### config.mk
export PLATFORM = sky130hd
export DESIGN_NAME = pd_line_follower_drive
export DESIGN_NICKNAME = d
export VERILOG_FILES = /design/src/sv/pdlf_pkg.sv /design/src/sv/pd_line_follower_drive.sv /design/src/sv/pdlf_rom.sv /design/src/sv/pdlf_datapath.sv
export SDC_FILE = /design/constraint.sdc
export NUM_CORES = 2
export LEC_CHECK = 0
export BUFFER_PORTS_ARGS = -buffer_cell sky130_fd_sc_hd__buf_2
export CORE_ASPECT_RATIO = 0.8
export CORE_MARGIN = 3
export CORE_UTILIZATION = 31
export CTS_CLUSTER_DIAMETER = 50
export DETAILED_ROUTE_END_ITERATION = 12
export GPL_TIMING_DRIVEN = 0
export SLEW_MARGIN = 40
export SYNTH_ARGS = -nofsm -noshare
export SYNTH_HDL_FRONTEND = slang
export SYNTH_SLANG_ARGS = --single-unit
### constraint.sdc
create_clock -name clk_i -period 14.1 [get_ports clk_i]
set_input_delay 1.41 -clock clk_i [delete_from_list [all_inputs] [get_ports clk_i]]
set_output_delay 1.41 -clock clk_i [all_outputs]
set_load 0.01 [all_outputs]
### src/sv/pdlf_pkg.sv
// ----------------------------------------------------------------------------
// pdlf_pkg
// Shared types, microcode codes and constants of the PD line follower drive.
// ----------------------------------------------------------------------------
`default_nettype none

package pdlf_pkg;

  // Fixed field widths
  localparam int ELAPSED_W     = 16;
  localparam int SPEED_W       = 7;
  localparam int GAIN_W        = 8;
  localparam int WIDTH_W       = 7;
  localparam int OUT_W         = 16;
  localparam int CFG_IDX_W     = 8;
  localparam int CFG_DATA_W    = 8;

  // Arithmetic constants
  localparam int KD_FRAC_BITS  = 4;
  localparam int US_PER_S      = 1000000;
  localparam int CMD_LIMIT     = 100;
  localparam int PWM_PERIOD    = 100;
  localparam int MB_W          = 21;   // wide enough for one million, signed

  // Divider: eight quotient bits, top bit flags saturation
  localparam int QUO_W         = 8;
  localparam int CNT_W         = 3;

  // Register indexes
  localparam logic [CFG_IDX_W-1:0] REG_BASE_SPEED = 8'd0;
  localparam logic [CFG_IDX_W-1:0] REG_RIGHT_GAIN = 8'd1;
  localparam logic [CFG_IDX_W-1:0] REG_LEFT_GAIN  = 8'd2;
  localparam logic [CFG_IDX_W-1:0] REG_DERIV_GAIN = 8'd3;

  // Register reset values
  localparam logic [SPEED_W-1:0] RST_BASE_SPEED = 7'd40;
  localparam logic [GAIN_W-1:0]  RST_RIGHT_GAIN = 8'd72;
  localparam logic [GAIN_W-1:0]  RST_LEFT_GAIN  = 8'd72;
  localparam logic [GAIN_W-1:0]  RST_DERIV_GAIN = 8'd24;

  // Program counter
  localparam int                PC_W      = 5;
  localparam logic [PC_W-1:0]   PC_START  = 5'd0;
  localparam logic [PC_W-1:0]   LAST_STEP = 5'd18;

  // Datapath operations
  localparam logic [3:0] OP_NOP      = 4'd0;
  localparam logic [3:0] OP_LOAD     = 4'd1;
  localparam logic [3:0] OP_MUL_BASE = 4'd2;
  localparam logic [3:0] OP_SET_BASE = 4'd3;
  localparam logic [3:0] OP_MUL_RG   = 4'd4;
  localparam logic [3:0] OP_MUL_LG   = 4'd5;
  localparam logic [3:0] OP_MUL_KD   = 4'd6;
  localparam logic [3:0] OP_MUL_EL   = 4'd7;
  localparam logic [3:0] OP_MUL_US   = 4'd8;
  localparam logic [3:0] OP_ADD_R    = 4'd9;
  localparam logic [3:0] OP_SUB_L    = 4'd10;
  localparam logic [3:0] OP_ADD_D    = 4'd11;
  localparam logic [3:0] OP_DIV_INIT = 4'd12;
  localparam logic [3:0] OP_DIV_STEP = 4'd13;
  localparam logic [3:0] OP_DIV_END  = 4'd14;

  // Sequencer jump kinds
  localparam logic [2:0] J_NEXT     = 3'd0;  // fall through
  localparam logic [2:0] J_WAIT_IN  = 3'd1;  // hold until an input item arrives
  localparam logic [2:0] J_WAIT_OUT = 3'd2;  // hold until output is free, then jump
  localparam logic [2:0] J_LOOP     = 3'd3;  // jump while the loop count runs
  localparam logic [2:0] J_GOTO     = 3'd4;  // always jump

  // Wheel select
  localparam logic SIDE_LEFT  = 1'b0;
  localparam logic SIDE_RIGHT = 1'b1;

  // One microcode word
  typedef struct packed {
    logic [3:0]      op;
    logic            side;
    logic            emit;
    logic [2:0]      jmp;
    logic [PC_W-1:0] target;
  } ctrl_t;

  // Datapath status back to the sequencer
  typedef struct packed {
    logic loop_more;
  } status_t;

  // One result item
  typedef struct packed {
    logic               right_reverse;
    logic [WIDTH_W-1:0] right_width;
    logic               left_reverse;
    logic [WIDTH_W-1:0] left_width;
  } result_t;

endpackage

`default_nettype wire

### src/sv/pd_line_follower_drive.sv
// ----------------------------------------------------------------------------
// pd_line_follower_drive
// PD line follower: two sensor readings to sign-magnitude PWM for two wheels.
// ----------------------------------------------------------------------------
// Each input item runs the 19 program steps, two of them 8-step restoring
// divide loops; the next input item is taken only when the program is back
// at its start step. A result held at the output stalls the last step and
// the next item with it.
// Reset: clears the step counter, the output valid flag and the stored error,
// and loads the configuration registers with their defaults.
// ----------------------------------------------------------------------------
`default_nettype none

module pd_line_follower_drive #(
  parameter int SENSOR_BITS = 12
) (
  input  wire logic                               clk_i,
  input  wire logic                               rst_ni,
  // Input items: left_sensor, right_sensor, elapsed_us (lowest bits first)
  input  wire logic                               s_axis_tvalid,
  output      logic                               s_axis_tready,
  input  wire logic [((2*SENSOR_BITS+16+7)/8)*8-1:0] s_axis_tdata,
  // Result items: left_width, left_reverse, right_width, right_reverse
  output      logic                               m_axis_tvalid,
  input  wire logic                               m_axis_tready,
  output      logic [pdlf_pkg::OUT_W-1:0]         m_axis_tdata,
  // Configuration writes
  input  wire logic                               cfg_valid_i,
  output      logic                               cfg_ready_o,
  input  wire logic [pdlf_pkg::CFG_IDX_W-1:0]     cfg_index_i,
  input  wire logic [pdlf_pkg::CFG_DATA_W-1:0]    cfg_data_i
);

  logic [pdlf_pkg::PC_W-1:0]       pc_q, pc_d;
  logic [pdlf_pkg::SPEED_W-1:0]    base_speed_q;
  logic [pdlf_pkg::GAIN_W-1:0]     right_gain_q;
  logic [pdlf_pkg::GAIN_W-1:0]     left_gain_q;
  logic [pdlf_pkg::GAIN_W-1:0]     deriv_gain_q;
  logic                            out_valid_q;
  pdlf_pkg::result_t               out_q;

  pdlf_pkg::ctrl_t                 ctrl;
  pdlf_pkg::ctrl_t                 ctrl_exec;
  pdlf_pkg::status_t               status;
  pdlf_pkg::result_t               result;
  logic                            out_busy;
  logic                            stall;
  logic                            take;

  // Fetch the control word
  pdlf_rom u_rom (
    .pc_i   (pc_q),
    .ctrl_o (ctrl)
  );

  // Hold and jump decisions
  assign out_busy = out_valid_q && !m_axis_tready;
  assign stall    = ((ctrl.jmp == pdlf_pkg::J_WAIT_IN)  && !s_axis_tvalid) ||
                    ((ctrl.jmp == pdlf_pkg::J_WAIT_OUT) && out_busy);
  assign take     = (ctrl.jmp == pdlf_pkg::J_GOTO) ||
                    (ctrl.jmp == pdlf_pkg::J_WAIT_OUT) ||
                    ((ctrl.jmp == pdlf_pkg::J_LOOP) && status.loop_more);

  always_comb begin
    ctrl_exec = ctrl;
    if (stall) begin
      ctrl_exec.op   = pdlf_pkg::OP_NOP;
      ctrl_exec.emit = 1'b0;
    end
  end

  always_comb begin
    if (stall) begin
      pc_d = pc_q;
    end else if (take) begin
      pc_d = ctrl.target;
    end else begin
      pc_d = pc_q + 1'b1;
    end
  end

  always_ff @(posedge clk_i or negedge rst_ni) begin
    if (!rst_ni) begin
      pc_q <= pdlf_pkg::PC_START;
    end else begin
      pc_q <= pc_d;
    end
  end

  assign s_axis_tready = (pc_q == pdlf_pkg::PC_START);

  // Configuration registers
  assign cfg_ready_o = 1'b1;

  always_ff @(posedge clk_i or negedge rst_ni) begin
    if (!rst_ni) begin
      base_speed_q <= pdlf_pkg::RST_BASE_SPEED;
      right_gain_q <= pdlf_pkg::RST_RIGHT_GAIN;
      left_gain_q  <= pdlf_pkg::RST_LEFT_GAIN;
      deriv_gain_q <= pdlf_pkg::RST_DERIV_GAIN;
    end else if (cfg_valid_i && cfg_ready_o) begin
      case (cfg_index_i)
        pdlf_pkg::REG_BASE_SPEED: base_speed_q <= cfg_data_i[pdlf_pkg::SPEED_W-1:0];
        pdlf_pkg::REG_RIGHT_GAIN: right_gain_q <= cfg_data_i;
        pdlf_pkg::REG_LEFT_GAIN:  left_gain_q  <= cfg_data_i;
        pdlf_pkg::REG_DERIV_GAIN: deriv_gain_q <= cfg_data_i;
        default: ;
      endcase
    end
  end

  // Datapath
  pdlf_datapath #(
    .SENSOR_BITS (SENSOR_BITS)
  ) u_datapath (
    .clk_i          (clk_i),
    .rst_ni         (rst_ni),
    .ctrl_i         (ctrl_exec),
    .left_sensor_i  (s_axis_tdata[SENSOR_BITS-1:0]),
    .right_sensor_i (s_axis_tdata[2*SENSOR_BITS-1:SENSOR_BITS]),
    .elapsed_us_i   (s_axis_tdata[2*SENSOR_BITS+pdlf_pkg::ELAPSED_W-1:2*SENSOR_BITS]),
    .base_speed_i   (base_speed_q),
    .right_gain_i   (right_gain_q),
    .left_gain_i    (left_gain_q),
    .deriv_gain_i   (deriv_gain_q),
    .status_o       (status),
    .result_o       (result)
  );

  // Output register: load on emit, drop when taken
  always_ff @(posedge clk_i or negedge rst_ni) begin
    if (!rst_ni) begin
      out_valid_q <= 1'b0;
    end else if (ctrl_exec.emit) begin
      out_valid_q <= 1'b1;
    end else if (m_axis_tready) begin
      out_valid_q <= 1'b0;
    end
  end

  always_ff @(posedge clk_i) begin
    if (ctrl_exec.emit) begin
      out_q <= result;
    end
  end

  assign m_axis_tvalid = out_valid_q;
  assign m_axis_tdata  = out_q;

  // Checks
  a_accept_starts_program: assert property (@(posedge clk_i) disable iff (!rst_ni)
    (s_axis_tvalid && s_axis_tready) |=> (pc_q == pdlf_pkg::PC_START + 1'b1))
    else $error("input item taken but program did not advance");

  a_emit_returns_home: assert property (@(posedge clk_i) disable iff (!rst_ni)
    $rose(m_axis_tvalid) |-> (pc_q == pdlf_pkg::PC_START))
    else $error("result raised without returning to the start step");

  a_width_in_range: assert property (@(posedge clk_i) disable iff (!rst_ni)
    m_axis_tvalid |-> ((out_q.left_width <= pdlf_pkg::WIDTH_W'(pdlf_pkg::PWM_PERIOD)) &&
                       (out_q.right_width <= pdlf_pkg::WIDTH_W'(pdlf_pkg::PWM_PERIOD))))
    else $error("pulse width beyond period");

  a_pc_in_program: assert property (@(posedge clk_i) disable iff (!rst_ni)
    pc_q <= pdlf_pkg::LAST_STEP)
    else $error("step counter left the program");

endmodule

`default_nettype wire

### src/sv/pdlf_rom.sv
// ----------------------------------------------------------------------------
// pdlf_rom
// Microcode table: one control word per program step.
// ----------------------------------------------------------------------------
`default_nettype none

module pdlf_rom (
  input  wire logic [pdlf_pkg::PC_W-1:0] pc_i,
  output pdlf_pkg::ctrl_t                ctrl_o
);

  function automatic pdlf_pkg::ctrl_t uw(
    input logic [3:0]                op,
    input logic                      side,
    input logic                      emit,
    input logic [2:0]                jmp,
    input logic [pdlf_pkg::PC_W-1:0] target
  );
    pdlf_pkg::ctrl_t w;
    w.op     = op;
    w.side   = side;
    w.emit   = emit;
    w.jmp    = jmp;
    w.target = target;
    return w;
  endfunction

  // Program: load, build both numerators, then divide left and right
  always_comb begin
    case (pc_i)
      5'd0:  ctrl_o = uw(pdlf_pkg::OP_LOAD, pdlf_pkg::SIDE_LEFT, 1'b0,
                         pdlf_pkg::J_WAIT_IN, 5'd0);
      5'd1:  ctrl_o = uw(pdlf_pkg::OP_MUL_BASE, pdlf_pkg::SIDE_LEFT, 1'b0,
                         pdlf_pkg::J_NEXT, 5'd0);
      5'd2:  ctrl_o = uw(pdlf_pkg::OP_SET_BASE, pdlf_pkg::SIDE_LEFT, 1'b0,
                         pdlf_pkg::J_NEXT, 5'd0);
      5'd3:  ctrl_o = uw(pdlf_pkg::OP_MUL_RG, pdlf_pkg::SIDE_LEFT, 1'b0,
                         pdlf_pkg::J_NEXT, 5'd0);
      5'd4:  ctrl_o = uw(pdlf_pkg::OP_MUL_EL, pdlf_pkg::SIDE_LEFT, 1'b0,
                         pdlf_pkg::J_NEXT, 5'd0);
      5'd5:  ctrl_o = uw(pdlf_pkg::OP_ADD_R, pdlf_pkg::SIDE_LEFT, 1'b0,
                         pdlf_pkg::J_NEXT, 5'd0);
      5'd6:  ctrl_o = uw(pdlf_pkg::OP_MUL_LG, pdlf_pkg::SIDE_LEFT, 1'b0,
                         pdlf_pkg::J_NEXT, 5'd0);
      5'd7:  ctrl_o = uw(pdlf_pkg::OP_MUL_EL, pdlf_pkg::SIDE_LEFT, 1'b0,
                         pdlf_pkg::J_NEXT, 5'd0);
      5'd8:  ctrl_o = uw(pdlf_pkg::OP_SUB_L, pdlf_pkg::SIDE_LEFT, 1'b0,
                         pdlf_pkg::J_NEXT, 5'd0);
      5'd9:  ctrl_o = uw(pdlf_pkg::OP_MUL_KD, pdlf_pkg::SIDE_LEFT, 1'b0,
                         pdlf_pkg::J_NEXT, 5'd0);
      5'd10: ctrl_o = uw(pdlf_pkg::OP_MUL_US, pdlf_pkg::SIDE_LEFT, 1'b0,
                         pdlf_pkg::J_NEXT, 5'd0);
      5'd11: ctrl_o = uw(pdlf_pkg::OP_ADD_D, pdlf_pkg::SIDE_LEFT, 1'b0,
                         pdlf_pkg::J_NEXT, 5'd0);
      5'd12: ctrl_o = uw(pdlf_pkg::OP_DIV_INIT, pdlf_pkg::SIDE_LEFT, 1'b0,
                         pdlf_pkg::J_NEXT, 5'd0);
      5'd13: ctrl_o = uw(pdlf_pkg::OP_DIV_STEP, pdlf_pkg::SIDE_LEFT, 1'b0,
                         pdlf_pkg::J_LOOP, 5'd13);
      5'd14: ctrl_o = uw(pdlf_pkg::OP_DIV_END, pdlf_pkg::SIDE_LEFT, 1'b0,
                         pdlf_pkg::J_NEXT, 5'd0);
      5'd15: ctrl_o = uw(pdlf_pkg::OP_DIV_INIT, pdlf_pkg::SIDE_RIGHT, 1'b0,
                         pdlf_pkg::J_NEXT, 5'd0);
      5'd16: ctrl_o = uw(pdlf_pkg::OP_DIV_STEP, pdlf_pkg::SIDE_RIGHT, 1'b0,
                         pdlf_pkg::J_LOOP, 5'd16);
      5'd17: ctrl_o = uw(pdlf_pkg::OP_DIV_END, pdlf_pkg::SIDE_RIGHT, 1'b0,
                         pdlf_pkg::J_NEXT, 5'd0);
      5'd18: ctrl_o = uw(pdlf_pkg::OP_NOP, pdlf_pkg::SIDE_LEFT, 1'b1,
                         pdlf_pkg::J_WAIT_OUT, pdlf_pkg::PC_START);
      default: ctrl_o = uw(pdlf_pkg::OP_NOP, pdlf_pkg::SIDE_LEFT, 1'b0,
                           pdlf_pkg::J_GOTO, pdlf_pkg::PC_START);
    endcase
  end

endmodule

`default_nettype wire

### src/sv/pdlf_datapath.sv
// ----------------------------------------------------------------------------
// pdlf_datapath
// Shared multiplier, numerator accumulators and restoring divider.
// ----------------------------------------------------------------------------
`default_nettype none

module pdlf_datapath #(
  parameter int SENSOR_BITS = 12
) (
  input  wire logic                              clk_i,
  input  wire logic                              rst_ni,
  input  wire pdlf_pkg::ctrl_t                   ctrl_i,
  input  wire logic [SENSOR_BITS-1:0]            left_sensor_i,
  input  wire logic [SENSOR_BITS-1:0]            right_sensor_i,
  input  wire logic [pdlf_pkg::ELAPSED_W-1:0]    elapsed_us_i,
  input  wire logic [pdlf_pkg::SPEED_W-1:0]      base_speed_i,
  input  wire logic [pdlf_pkg::GAIN_W-1:0]       right_gain_i,
  input  wire logic [pdlf_pkg::GAIN_W-1:0]       left_gain_i,
  input  wire logic [pdlf_pkg::GAIN_W-1:0]       deriv_gain_i,
  output pdlf_pkg::status_t                      status_o,
  output pdlf_pkg::result_t                      result_o
);

  localparam int E_W   = SENSOR_BITS + 1;
  localparam int D_W   = SENSOR_BITS + 2;
  localparam int MA_W  = SENSOR_BITS + 11;
  localparam int NUM_W = SENSOR_BITS + 32;
  localparam int SH    = SENSOR_BITS + pdlf_pkg::KD_FRAC_BITS;

  logic signed [E_W-1:0]                last_err_q;
  logic signed [E_W-1:0]                e_q;
  logic signed [D_W-1:0]                diff_q;
  logic [pdlf_pkg::ELAPSED_W-1:0]       el_q;
  logic [NUM_W-1:0]                     den_q;
  logic signed [NUM_W-1:0]              prod_q;
  logic signed [NUM_W-1:0]              numl_q;
  logic signed [NUM_W-1:0]              numr_q;
  logic [NUM_W-1:0]                     rem_q;
  logic [pdlf_pkg::QUO_W-1:0]           quo_q;
  logic                                 neg_q;
  logic [pdlf_pkg::CNT_W-1:0]           cnt_q;
  pdlf_pkg::result_t                    res_q;

  logic signed [E_W-1:0]                e_new;
  logic signed [MA_W-1:0]               mul_a;
  logic signed [pdlf_pkg::MB_W-1:0]     mul_b;
  logic signed [NUM_W-1:0]              mul_p;
  logic signed [NUM_W-1:0]              div_src;
  logic [NUM_W-1:0]                     trial;
  logic                                 sat;
  logic [pdlf_pkg::WIDTH_W-1:0]         mag;
  logic [pdlf_pkg::WIDTH_W-1:0]         pwm_w;
  logic                                 pwm_r;
  logic signed [pdlf_pkg::MB_W-1:0]     el_s;

  // Error of the incoming sample
  assign e_new = $signed({1'b0, left_sensor_i}) - $signed({1'b0, right_sensor_i});
  assign el_s  = pdlf_pkg::MB_W'($signed({1'b0, el_q}));

  // Operand select for the shared multiplier
  always_comb begin
    case (ctrl_i.op)
      pdlf_pkg::OP_MUL_BASE: begin
        mul_a = MA_W'($signed({1'b0, base_speed_i}));
        mul_b = el_s;
      end
      pdlf_pkg::OP_MUL_RG: begin
        mul_a = MA_W'(e_q);
        mul_b = pdlf_pkg::MB_W'($signed({1'b0, right_gain_i}));
      end
      pdlf_pkg::OP_MUL_LG: begin
        mul_a = MA_W'(e_q);
        mul_b = pdlf_pkg::MB_W'($signed({1'b0, left_gain_i}));
      end
      pdlf_pkg::OP_MUL_KD: begin
        mul_a = MA_W'(diff_q);
        mul_b = pdlf_pkg::MB_W'($signed({1'b0, deriv_gain_i}));
      end
      pdlf_pkg::OP_MUL_EL: begin
        mul_a = $signed(prod_q[MA_W-1:0]);
        mul_b = el_s;
      end
      pdlf_pkg::OP_MUL_US: begin
        mul_a = $signed(prod_q[MA_W-1:0]);
        mul_b = pdlf_pkg::MB_W'(pdlf_pkg::US_PER_S);
      end
      default: begin
        mul_a = '0;
        mul_b = '0;
      end
    endcase
  end

  assign mul_p = mul_a * mul_b;

  // Divider source and trial subtrahend
  assign div_src = (ctrl_i.side == pdlf_pkg::SIDE_RIGHT) ? numr_q : numl_q;
  assign trial   = den_q << cnt_q;

  // Clamp and map to sign-magnitude PWM
  assign sat   = quo_q[pdlf_pkg::QUO_W-1] ||
                 (quo_q[pdlf_pkg::WIDTH_W-1:0] > pdlf_pkg::WIDTH_W'(pdlf_pkg::CMD_LIMIT));
  assign mag   = sat ? pdlf_pkg::WIDTH_W'(pdlf_pkg::CMD_LIMIT)
                     : quo_q[pdlf_pkg::WIDTH_W-1:0];
  assign pwm_r = neg_q && (mag != '0);
  assign pwm_w = pwm_r ? (pdlf_pkg::WIDTH_W'(pdlf_pkg::PWM_PERIOD) - mag) : mag;

  // Stored error and loop counter
  always_ff @(posedge clk_i or negedge rst_ni) begin
    if (!rst_ni) begin
      last_err_q <= '0;
      cnt_q      <= '0;
    end else begin
      case (ctrl_i.op)
        pdlf_pkg::OP_LOAD:     last_err_q <= e_new;
        pdlf_pkg::OP_DIV_INIT: cnt_q      <= '1;
        pdlf_pkg::OP_DIV_STEP: cnt_q      <= cnt_q - 1'b1;
        default: ;
      endcase
    end
  end

  // Working registers
  always_ff @(posedge clk_i) begin
    case (ctrl_i.op)
      pdlf_pkg::OP_LOAD: begin
        e_q    <= e_new;
        diff_q <= D_W'(e_new) - D_W'(last_err_q);
        el_q   <= (elapsed_us_i == '0) ? pdlf_pkg::ELAPSED_W'(1) : elapsed_us_i;
      end
      pdlf_pkg::OP_MUL_BASE, pdlf_pkg::OP_MUL_RG, pdlf_pkg::OP_MUL_LG,
      pdlf_pkg::OP_MUL_KD, pdlf_pkg::OP_MUL_EL, pdlf_pkg::OP_MUL_US: begin
        prod_q <= mul_p;
      end
      pdlf_pkg::OP_SET_BASE: begin
        numl_q <= prod_q <<< SH;
        numr_q <= prod_q <<< SH;
        den_q  <= NUM_W'(el_q) << SH;
      end
      pdlf_pkg::OP_ADD_R: numr_q <= numr_q + (prod_q <<< pdlf_pkg::KD_FRAC_BITS);
      pdlf_pkg::OP_SUB_L: numl_q <= numl_q - (prod_q <<< pdlf_pkg::KD_FRAC_BITS);
      pdlf_pkg::OP_ADD_D: begin
        numr_q <= numr_q + prod_q;
        numl_q <= numl_q - prod_q;
      end
      pdlf_pkg::OP_DIV_INIT: begin
        neg_q <= div_src[NUM_W-1];
        rem_q <= div_src[NUM_W-1] ? $unsigned(-div_src) : $unsigned(div_src);
        quo_q <= '0;
      end
      pdlf_pkg::OP_DIV_STEP: begin
        if (rem_q >= trial) begin
          rem_q        <= rem_q - trial;
          quo_q[cnt_q] <= 1'b1;
        end
      end
      pdlf_pkg::OP_DIV_END: begin
        if (ctrl_i.side == pdlf_pkg::SIDE_RIGHT) begin
          res_q.right_width   <= pwm_w;
          res_q.right_reverse <= pwm_r;
        end else begin
          res_q.left_width    <= pwm_w;
          res_q.left_reverse  <= pwm_r;
        end
      end
      default: ;
    endcase
  end

  assign status_o.loop_more = (cnt_q != '0);
  assign result_o           = res_q;

endmodule

`default_nettype wire

==> impl_metrics.yaml <==
global_route:
  grt.overflow.total: 0
  grt_pass1_vias: 34400
  grt_max_degree: 54
  grt_pass1_wl_um: 225000
  antenna_found_initial: 7
  grt_usage: 0.209
setup_path:
  crit_type: "flip-flop to flip-flop"
  cp_slowest_cell: "nor2_1"
  critPathCaptureType: "flip-flop"
  slowest_delay_ns: 0.72
  worstPathRequired_ns: 14.44
  start_kind: "flip-flop"
  r2r_setup_slack_ns: 2.21
  cpMostUsedCell: "inv_1"
  cp.arrival_ns: 12.23
  path_max_fanout: 11
flow_run:
  maxCapViolCount: 0
timing:
  skew_ns: 0.0460
  finalHoldViolations: 0
  rsz0062_at_grt: "false"
  worst_pin_slew_ns: 0.940
  tns_ns: 0
  max_clock_freq_ghz: 0.0841
  period_share: 0.843
  setup_violations: 0
  drv_slew: 0
  slew_headroom: 0.355
  period_needed_ns: 11.89
clock_network:
  cts_hold_buffers: 0
  cts_root_buf: "clkbuf_16"
  htree_levels: 2
  cts_tree: "done"
  cts_made_buffers: 43
  cts_setup_buffers: 0
  path_clk_slew_ns: 0.06
  cts_buffer_depth: 3
  clkLatencyLatePin_ns: 0.63
  cts_resized: 0
  cts_sinks: 329
routing:
  firstDrtPassIters: 5
  drc: 0
  via_count: 36300
  wl_per_cell_um: 22.4
  ant_nets: 0
  drt_iter0_markers: 4100
  totalWireLength_um: 151000
  vias_per_cell: 5.39
logic_synthesis:
  muxShareOfSynthArea: 0.0300
  synth_top_cell_area_share: 0.212
  yosysWarnings: 0
  ys.flop_type: "edfxtp_1"
  syn_avg_cell_area_um2: 9.05
  synth_compound_area_frac: 0.159
  syn_area_um2: 42700
  synth.distinct_cells: 89
  synth_area_leaders: "fa_1 (21%), edfxtp_1 (19%), ha_1 (10%)"
  synth-edff-count: 276
  synthSimpleGateAreaFrac: 0.145
  synth-seq-cells: 329
  synth_fa_ha_area_frac: 0.313
  synthesis.nets: 5579
  synthCells: 4720
  synth_top_family_by_area: "adder cells"
  synth-xor-area-share: 0.0537
  postSynth.asyncResetShare: 0.161
  synth_top_cell_by_area: "fa_1"
  synth.most_common_cell: "inv_1"
  yosysSeqAreaShare: 0.225
  synth_common_cells: "inv_1 (618), nand2_1 (496), fa_1 (452)"
floorplanning:
  fp.coreArea_um2: 136000
  die_w_um: 421
  ioPinCount: 80
  die_h_um: 338
  rows: 121
  initial_utilization: 0.313
  dieArea_um2: 142000
min_path:
  min_path_type: "flip-flop to flip-flop"
place:
  place_congestion: 0.991
  hpwl_um: 126000
  port_buffers: 78
status:
  status: "complete, no violations"
cells_and_area:
  final_util: 0.347
  drive_gt1_frac: 0.0715
  syn2layout_area_growth_pct: 10.8
  fin_nets: 5717
per-stage QoR:
stage               cells  setup WS (ns)  instance area [µm²]  hold slack [ns]
detailed placement   6655           2.11                45700            0.405
global placement     6643           1.81                45400            0.401
global route         6739           1.54                47300            0.426
CTS                  6735           2.12                47200            0.420
floorplan            4720           4.54                42700            0.400
finish               6743           2.21                47300            0.419
path summary, 6_finish.rpt:
check,start,cells past startpoint,endpoint
max,pc_q[0],39,u_datapath.prod_q[42]
min,u_datapath.result_o[4],0,m_axis_tdata[4]
max reg2reg,pc_q[0],39,u_datapath.prod_q[42]
min reg2reg,u_datapath.result_o[4],0,m_axis_tdata[4]
max in group asynchronous,rst_ni,2,right_gain_q[6]
min in group asynchronous,rst_ni,1,u_datapath.cnt_q[2]
layout by cell type (no fill, tap or decap), drive strengths merged, types with 34 or more instances in the layout:
master  netlist  layout
clkbuf      140     188
xor2        105     105
a21o        117     117
nand2b       42      42
a21oi       297     297
buf          54     146
fa          452     452
nand2       499     499
nor3         93      93
edfxtp      276     276
ha          346     346
nand3        71      71
a31oi        42      42
inv         620     629
mux2         38      38
mux2i        74      74
xnor2       157     157
dfrtp        45      45
nand4        49      49
and3         35      35
or3          34      34
o21ai       224     224
nor2        391     391
final cells by class:
cell class                      count  area, µm²
Inverter                          620       2330
Clock inverter                     33        419
Fill cell                       14000      89100
Multi-Input combinational cell   3577      30100
Sequential cell                   329       9620
Timing Repair Buffer               93        591
Buffer                            194        851
Tap cell                         1845       2310
Clock buffer                       47       1100
Antenna cell                        5       12.5
per-layer routing:
metal,GRT usage,share of wire
met5,0,0
met4,0.0561,0.030
met3,0.0453,0.11
met2,0.298,0.40
met1,0.315,0.46
flip-flops by register name, indices dropped and copies added (netlist names), 13 cells and up:
name / cells
u_datapath.numl_q: 44
u_datapath.numr_q: 44
u_datapath.prod_q: 44
u_datapath.rem_q: 44
m_axis_tdata: 16
u_datapath.den_q: 16
u_datapath.el_q: 16
u_datapath.result_o: 16
u_datapath.diff_q: 14
u_datapath.e_q: 13
u_datapath.last_err_q: 13
cell families (layout without fill, tap and decap cells):
kind of cell             after synthesis  in the layout
AO/OA/AOI/OAI                       1038           1038
other                                  2              7
AND/OR/NAND/NOR                     1360           1360
buffers and inverters                814            987
multiplexers                         117            117
XOR/XNOR                             262            262
adder cells (fa/ha/maj)              798            798
flip-flops                           329            329
critical path: cells and delay by family (launching register included):
family          cells  cell delay [ns]
buf+inv            12             1.88
simple gates        9             2.41
fa+ha+maj           9             4.06
compound gates      8             2.53
flops               1             0.51
xor+xnor            1             0.16
Power is not shown: default switching activity piles up to over one toggle a cycle in this logic, so the estimate is an artifact.
